## config.mk

```make
export PLATFORM = sky130hd
export DESIGN_NAME = incremental_pid_deadband_clamp_unit
export DESIGN_NICKNAME = d
export VERILOG_FILES = /design/src/hdl/ipid_pkg.sv /design/src/hdl/ipid_core.sv /design/src/hdl/incremental_pid_deadband_clamp_unit.sv
export SDC_FILE = /design/constraint.sdc
export NUM_CORES = 2
export LEC_CHECK = 0
export BUFFER_PORTS_ARGS = -buffer_cell sky130_fd_sc_hd__clkbuf_2
export CAP_MARGIN = 10
export CORE_MARGIN = 4
export CORE_UTILIZATION = 70
export CTS_BUF_LIST = sky130_fd_sc_hd__clkbuf_16
export CTS_CLUSTER_DIAMETER = 30
export DETAILED_ROUTE_END_ITERATION = 6
export GPL_TIMING_DRIVEN = 1
export PLACE_DENSITY = 0.95
export SYNTH_ARGS = -nofsm -noshare
export SYNTH_HDL_FRONTEND = slang
export SYNTH_SLANG_ARGS = --single-unit
```

## constraint.sdc

```tcl
create_clock -name clk -period 34.8 [get_ports clk]
set_input_delay 1.74 -clock clk [delete_from_list [all_inputs] [get_ports clk]]
set_output_delay 1.74 -clock clk [all_outputs]
set_load 0.1 [all_outputs]
```

## src/hdl/ipid_pkg.sv

```systemverilog
// Shared types and constants for the incremental PID drive controller.
`default_nettype none

package ipid_pkg;

  localparam int unsigned DataW = 16;
  localparam int unsigned ErrW = DataW + 1;
  localparam int unsigned DeltaW = DataW + 2;
  localparam int unsigned Delta2W = DataW + 3;
  localparam int unsigned FracW = 8;
  localparam int unsigned CfgIdxW = 3;

  localparam logic [CfgIdxW-1:0] RegGainP = 3'd0;
  localparam logic [CfgIdxW-1:0] RegGainI = 3'd1;
  localparam logic [CfgIdxW-1:0] RegGainD = 3'd2;
  localparam logic [CfgIdxW-1:0] RegDeadBand = 3'd3;
  localparam logic [CfgIdxW-1:0] RegOutMax = 3'd4;
  localparam logic [CfgIdxW-1:0] RegOutMin = 3'd5;

  typedef struct packed {
    logic [DataW-1:0]        gain_p;
    logic [DataW-1:0]        gain_i;
    logic [DataW-1:0]        gain_d;
    logic [DataW-1:0]        dead_band;
    logic signed [DataW-1:0] out_max;
    logic signed [DataW-1:0] out_min;
  } cfg_t;

endpackage

`default_nettype wire

```

## src/hdl/ipid_core.sv

```systemverilog
// Error differences, gain products, dead band test and clamp for one sample.
`default_nettype none

module ipid_core (
  input  ipid_pkg::cfg_t                          cfg,
  input  logic signed [ipid_pkg::DataW-1:0]       target,
  input  logic signed [ipid_pkg::DataW-1:0]       measured,
  input  logic signed [ipid_pkg::ErrW-1:0]        last_error,
  input  logic signed [ipid_pkg::DeltaW-1:0]      last_delta,
  input  logic signed [ipid_pkg::DataW-1:0]       held_drive,
  output logic signed [ipid_pkg::ErrW-1:0]        err,
  output logic signed [ipid_pkg::DeltaW-1:0]      delta,
  output logic signed [ipid_pkg::DataW-1:0]       drive_next
);

  localparam int unsigned ProdW = ipid_pkg::Delta2W + ipid_pkg::DataW + 3;
  localparam int unsigned IncrW = ProdW - ipid_pkg::FracW;
  localparam int unsigned AccW = IncrW + 1;

  logic signed [ipid_pkg::Delta2W-1:0] delta2;
  logic [ipid_pkg::ErrW-1:0]           mag;
  logic                                apply;
  logic signed [ipid_pkg::DataW:0]     gp;
  logic signed [ipid_pkg::DataW:0]     gi;
  logic signed [ipid_pkg::DataW:0]     gd;
  logic signed [ProdW-1:0]             prod_p;
  logic signed [ProdW-1:0]             prod_i;
  logic signed [ProdW-1:0]             prod_d;
  logic signed [ProdW-1:0]             sum;
  logic signed [IncrW-1:0]             incr;
  logic signed [AccW-1:0]              acc;
  logic signed [AccW-1:0]              max_ext;
  logic signed [AccW-1:0]              min_ext;

  assign err    = $signed({target[ipid_pkg::DataW-1], target})
                - $signed({measured[ipid_pkg::DataW-1], measured});
  assign delta  = $signed({err[ipid_pkg::ErrW-1], err})
                - $signed({last_error[ipid_pkg::ErrW-1], last_error});
  assign delta2 = $signed({delta[ipid_pkg::DeltaW-1], delta})
                - $signed({last_delta[ipid_pkg::DeltaW-1], last_delta});

  assign mag   = err[ipid_pkg::ErrW-1] ? ({ipid_pkg::ErrW{1'b0}} - err) : err;
  assign apply = mag >= {1'b0, cfg.dead_band};

  assign gp = $signed({1'b0, cfg.gain_p});
  assign gi = $signed({1'b0, cfg.gain_i});
  assign gd = $signed({1'b0, cfg.gain_d});

  assign prod_p = ProdW'(gp) * ProdW'(delta);
  assign prod_i = ProdW'(gi) * ProdW'(err);
  assign prod_d = ProdW'(gd) * ProdW'(delta2);
  assign sum    = prod_p + prod_i + prod_d;
  assign incr   = IncrW'(sum >>> ipid_pkg::FracW);

  assign max_ext = AccW'(cfg.out_max);
  assign min_ext = AccW'(cfg.out_min);

  always_comb begin
    acc = AccW'(held_drive);
    if (apply) begin
      acc = acc + AccW'(incr);
    end
    if (acc >= max_ext) begin
      drive_next = cfg.out_max;
    end else if (acc <= min_ext) begin
      drive_next = cfg.out_min;
    end else begin
      drive_next = acc[ipid_pkg::DataW-1:0];
    end
  end

endmodule

`default_nettype wire

```

## src/hdl/incremental_pid_deadband_clamp_unit.sv

```systemverilog
// Top level of the incremental PID controller with dead band and output clamp.
//
//   channel  direction  handshake            payload
//   in       input      in_valid / in_stall  target, measured
//   out      output     out_valid / out_stall drive
//   cfg      input      cfg_we               cfg_index, cfg_data
//
// One sample per cycle sustained while out_stall is low. A sample sits in the input
// register, then the single-pass update of the controller state loads the result
// register, which holds drive. The output register frees the input side while a
// result waits; in_stall rises only when both registers are full and
// out_stall is high. rst clears the controller state and loads register defaults.
`default_nettype none

module incremental_pid_deadband_clamp_unit (
  input  logic                                    clk,
  input  logic                                    rst,
  input  logic                                    in_valid,
  output logic                                    in_stall,
  input  logic signed [ipid_pkg::DataW-1:0]       target,
  input  logic signed [ipid_pkg::DataW-1:0]       measured,
  output logic                                    out_valid,
  input  logic                                    out_stall,
  output logic signed [ipid_pkg::DataW-1:0]       drive,
  input  logic                                    cfg_we,
  input  logic [ipid_pkg::CfgIdxW-1:0]            cfg_index,
  input  logic [ipid_pkg::DataW-1:0]              cfg_data
);

  ipid_pkg::cfg_t                       cfg;
  logic                                 s1_valid;
  logic signed [ipid_pkg::DataW-1:0]    s1_target;
  logic signed [ipid_pkg::DataW-1:0]    s1_measured;
  logic signed [ipid_pkg::ErrW-1:0]     last_error;
  logic signed [ipid_pkg::DeltaW-1:0]   last_delta;
  logic signed [ipid_pkg::DataW-1:0]    held_drive;
  logic signed [ipid_pkg::ErrW-1:0]     err;
  logic signed [ipid_pkg::DeltaW-1:0]   delta;
  logic signed [ipid_pkg::DataW-1:0]    drive_next;
  logic                                 advance;
  logic                                 in_take;

  assign advance  = s1_valid && (!out_valid || !out_stall);
  assign in_stall = s1_valid && !advance;
  assign in_take  = in_valid && !in_stall;

  always_ff @(posedge clk) begin
    if (rst) begin
      cfg.gain_p    <= '0;
      cfg.gain_i    <= '0;
      cfg.gain_d    <= '0;
      cfg.dead_band <= '0;
      cfg.out_max   <= 16'sh7fff;
      cfg.out_min   <= 16'sh8000;
    end else if (cfg_we) begin
      unique case (cfg_index)
        ipid_pkg::RegGainP:    cfg.gain_p    <= cfg_data;
        ipid_pkg::RegGainI:    cfg.gain_i    <= cfg_data;
        ipid_pkg::RegGainD:    cfg.gain_d    <= cfg_data;
        ipid_pkg::RegDeadBand: cfg.dead_band <= cfg_data;
        ipid_pkg::RegOutMax:   cfg.out_max   <= $signed(cfg_data);
        ipid_pkg::RegOutMin:   cfg.out_min   <= $signed(cfg_data);
        default: ;
      endcase
    end
  end

  always_ff @(posedge clk) begin
    if (rst) begin
      s1_valid <= 1'b0;
    end else if (in_take) begin
      s1_valid <= 1'b1;
    end else if (advance) begin
      s1_valid <= 1'b0;
    end
  end

  always_ff @(posedge clk) begin
    if (in_take) begin
      s1_target   <= target;
      s1_measured <= measured;
    end
  end

  ipid_core u_core (
    .cfg        (cfg),
    .target     (s1_target),
    .measured   (s1_measured),
    .last_error (last_error),
    .last_delta (last_delta),
    .held_drive (held_drive),
    .err        (err),
    .delta      (delta),
    .drive_next (drive_next)
  );

  always_ff @(posedge clk) begin
    if (rst) begin
      last_error <= '0;
      last_delta <= '0;
      held_drive <= '0;
    end else if (advance) begin
      last_error <= err;
      last_delta <= delta;
      held_drive <= drive_next;
    end
  end

  always_ff @(posedge clk) begin
    if (rst) begin
      out_valid <= 1'b0;
    end else if (advance) begin
      out_valid <= 1'b1;
    end else if (!out_stall) begin
      out_valid <= 1'b0;
    end
  end

  always_ff @(posedge clk) begin
    if (advance) begin
      drive <= drive_next;
    end
  end

endmodule

`default_nettype wire
```

==> reports/metrics.yaml <==
run_status:
  status: "finished clean"
final_layout:
  drive_above_1_share: 0.04261
  nFillCells: 4181
  nets: 6742
  design_area_sq_um: 48740
  area_growth_pct: 3.742
  final_util: 0.7373
floorplan:
  initial_core_util: 0.7107
  ios: 74
  core-area_sq_um: 66100
  rows: 94
  chipHeight_um: 267.1
  die-area_sq_um: 71320
  die_w_um: 267.1
sta:
  min_period_over_period: 0.5577
  relSlewSlack: 0.1861
  hold_viol_final: 0
  fin_worst_skew_ps: 16.01
  final_max_slew_viol_count: 0
  fmax_ghz: 0.05152
  setup_viol: 0
  rsz0062_at_grt: "no"
  min_period_ps: 19410
  worst_hold_slack_ps: 461.0
  tightest_slew_ps: 1215
  tns_ps: 0
route:
  routed_via_density: 6.184
  drc_errors: 0
  drt_iter0_drc: 4008
  vias: 38300
  wl_per_cell_um: 21.42
  drtPass1Iterations: 6
  postRouteAntennaNets: 0
  wl_mm: 132.7
pwr:
  powerDensity_nw_per_um2: 78.53
  ir_drop_v: 0.0001026
  p_leak_nw: 23.70
synthesis:
  avgSynthCellArea_sq_um: 8.721
  synth_cell_type_count: 82
  syn-cell-area_sq_um: 46980
  synth_area_leaders: "fa_1 (38%), ha_1 (13%), inv_1 (9.3%)"
  ys_seq_elements: 197
  yosysWarnings: 0
  synth_ff_type: "dfxtp_1"
  yosysMostFrequentCell: "inv_1"
  synth_edf_count: 48
  synth_top_area_share: 0.3805
  ys_top_cells_by_count: "inv_1 (1161), fa_1 (893), nand2_1 (768)"
  synth_top_cell_by_area: "fa_1"
  syn_inst: 5387
  async_reset_ff_frac: 0
  synth_seq_area_share: 0.09418
  synth_nets: 6814
clock_tree:
  h-tree-depth: 4
  cts_resized: 0
  hold_buffers: 0
  cts_buffers: 17
  insertion_delay_ps: 510
  cts_tree: "done"
  cts_root_buf: "clkbuf_16"
  cts_max_path_buffers: 2
  cts_setup_buffers: 0
  clkSinkCount: 197
  clk_pin_slew_ps: 80
job:
  drv_cap: 0
critical_path:
  critical_path.top_delay_family: "adder cells"
  start_kind: "flip-flop"
  reg2reg_from: "s1_measured[0]$_DFFE_PP_"
  crit_type: "flip-flop to flip-flop"
  critPathLaunch: "s1_measured[0]$_DFFE_PP_"
  arrival_ps: 19750
  path_buf_inv: 5
  critical-path-max-stage-delay_ps: 890
  crit_required_ps: 35140
  cp-end-kind: "flip-flop"
  cp_common_cell: "fa_1"
  critPathMaxFanout: 41
  slowest_stage: "a21oi_4"
placement:
  hpwl_mm: 105.6
  placed_area_sq_um: 48150
  gp_congestion: 0.9970
  portBuffers: 73
hold_path:
  holdCritPathClass: "flip-flop to flip-flop"
  worstHoldStart: "cfg[1]$_SDFFE_PP0P_"
global_route:
  grt_pass1_wl_mm: 213.8
  first_global_vias: 41470
  grt_overflow: 0
  track_usage: 0.3842
  grt_max_degree: 77
  antenna_found_initial: 0
registers in the layout, summed over array words and instances (netlist names):
signal / cells
s1_valid: 1
last_delta: 18
out_valid: 1
s1_measured: 16
last_error: 17
held_drive: 16
cfg: 96
s1_target: 16
drive: 16
routing by layer:
metal | global-route usage | share of wire | up-vias
li1 | - | - | 16370
met1 | 0.4545 | 0.34 | 18700
met2 | 0.6144 | 0.46 | 2447
met3 | 0.1200 | 0.12 | 775
met4 | 0.2424 | 0.075 | 2
met5 | 0.002703 | 0.00022 | -
where the power goes:
part | internal [mW] | switching [mW]
registers | 0.277 | 0.0252
clock network | 0.0948 | 0.111
logic | 1.20 | 2.12
total | 1.57 | 2.26
metrics by stage:
step / setup WS [ps] / cells / power [mW]
floorplan: 17650 / 5387 / 2.542
finish: 15390 / 6193 / 3.827
CTS: 15770 / 6191 / 3.717
global route: 14390 / 6192 / 4.105
detailed placement: 15920 / 6159 / 3.489
global placement: 16400 / 6159 / 3.377
kinds of logic after synthesis:
| family | Yosys count | share of synthesized area |
|---|---|---|
| buffers and inverters | 1381 | 0.1105 |
| adder cells (fa/ha/maj) | 1371 | 0.5079 |
| AND/OR/NAND/NOR | 1613 | 0.1652 |
| AO/OA/AOI/OAI | 639 | 0.08696 |
| multiplexers | 15 | 0.003356 |
| flip-flops | 197 | 0.09418 |
| XOR/XNOR | 171 | 0.03188 |
cell type report:
class / instances / area, sq um / area share
sequential: 197 / 4424 / 0.09078
timing repair buffer: 128 / 788.3 / 0.01617
clock inverter: 15 / 141.4 / 0.002901
inverter: 1162 / 4362 / 0.08950
clock buffer: 17 / 425.4 / 0.008729
antenna: 1 / 2.502 / 0.00005135
multi-input combinational: 3809 / 37510 / 0.7697
tap: 864 / 1081 / 0.02218
cell usage in the layout (no fill, tap or decap), types with 102 or more instances in the layout:
cell type and instances:
inv_1 1161, dfxtp_1 149, nand2_1 767, fa_1 893, nor2_1 149, o21ai_0 104, ha_1 478, xnor2_1 102
and2_1 353, a21oi_1 241
worst paths after layout:
kind                           endpoint  slack, ps  cells after the start
max          held_drive[3]$_SDFFE_PP0P_      15390                     64
min                 cfg[1]$_SDFFE_PP0P_        460                      2
max reg2reg  held_drive[3]$_SDFFE_PP0P_      15390                     64
min reg2reg         cfg[1]$_SDFFE_PP0P_        460                      2
worst min-delay path, delay by kind of cell, from the launching register on:
kind	cells	cell delay [ps]
compound gates	1	50
flops	1	320
simple gates	1	50
No activity file was read; power rests on OpenSTA's default activity.
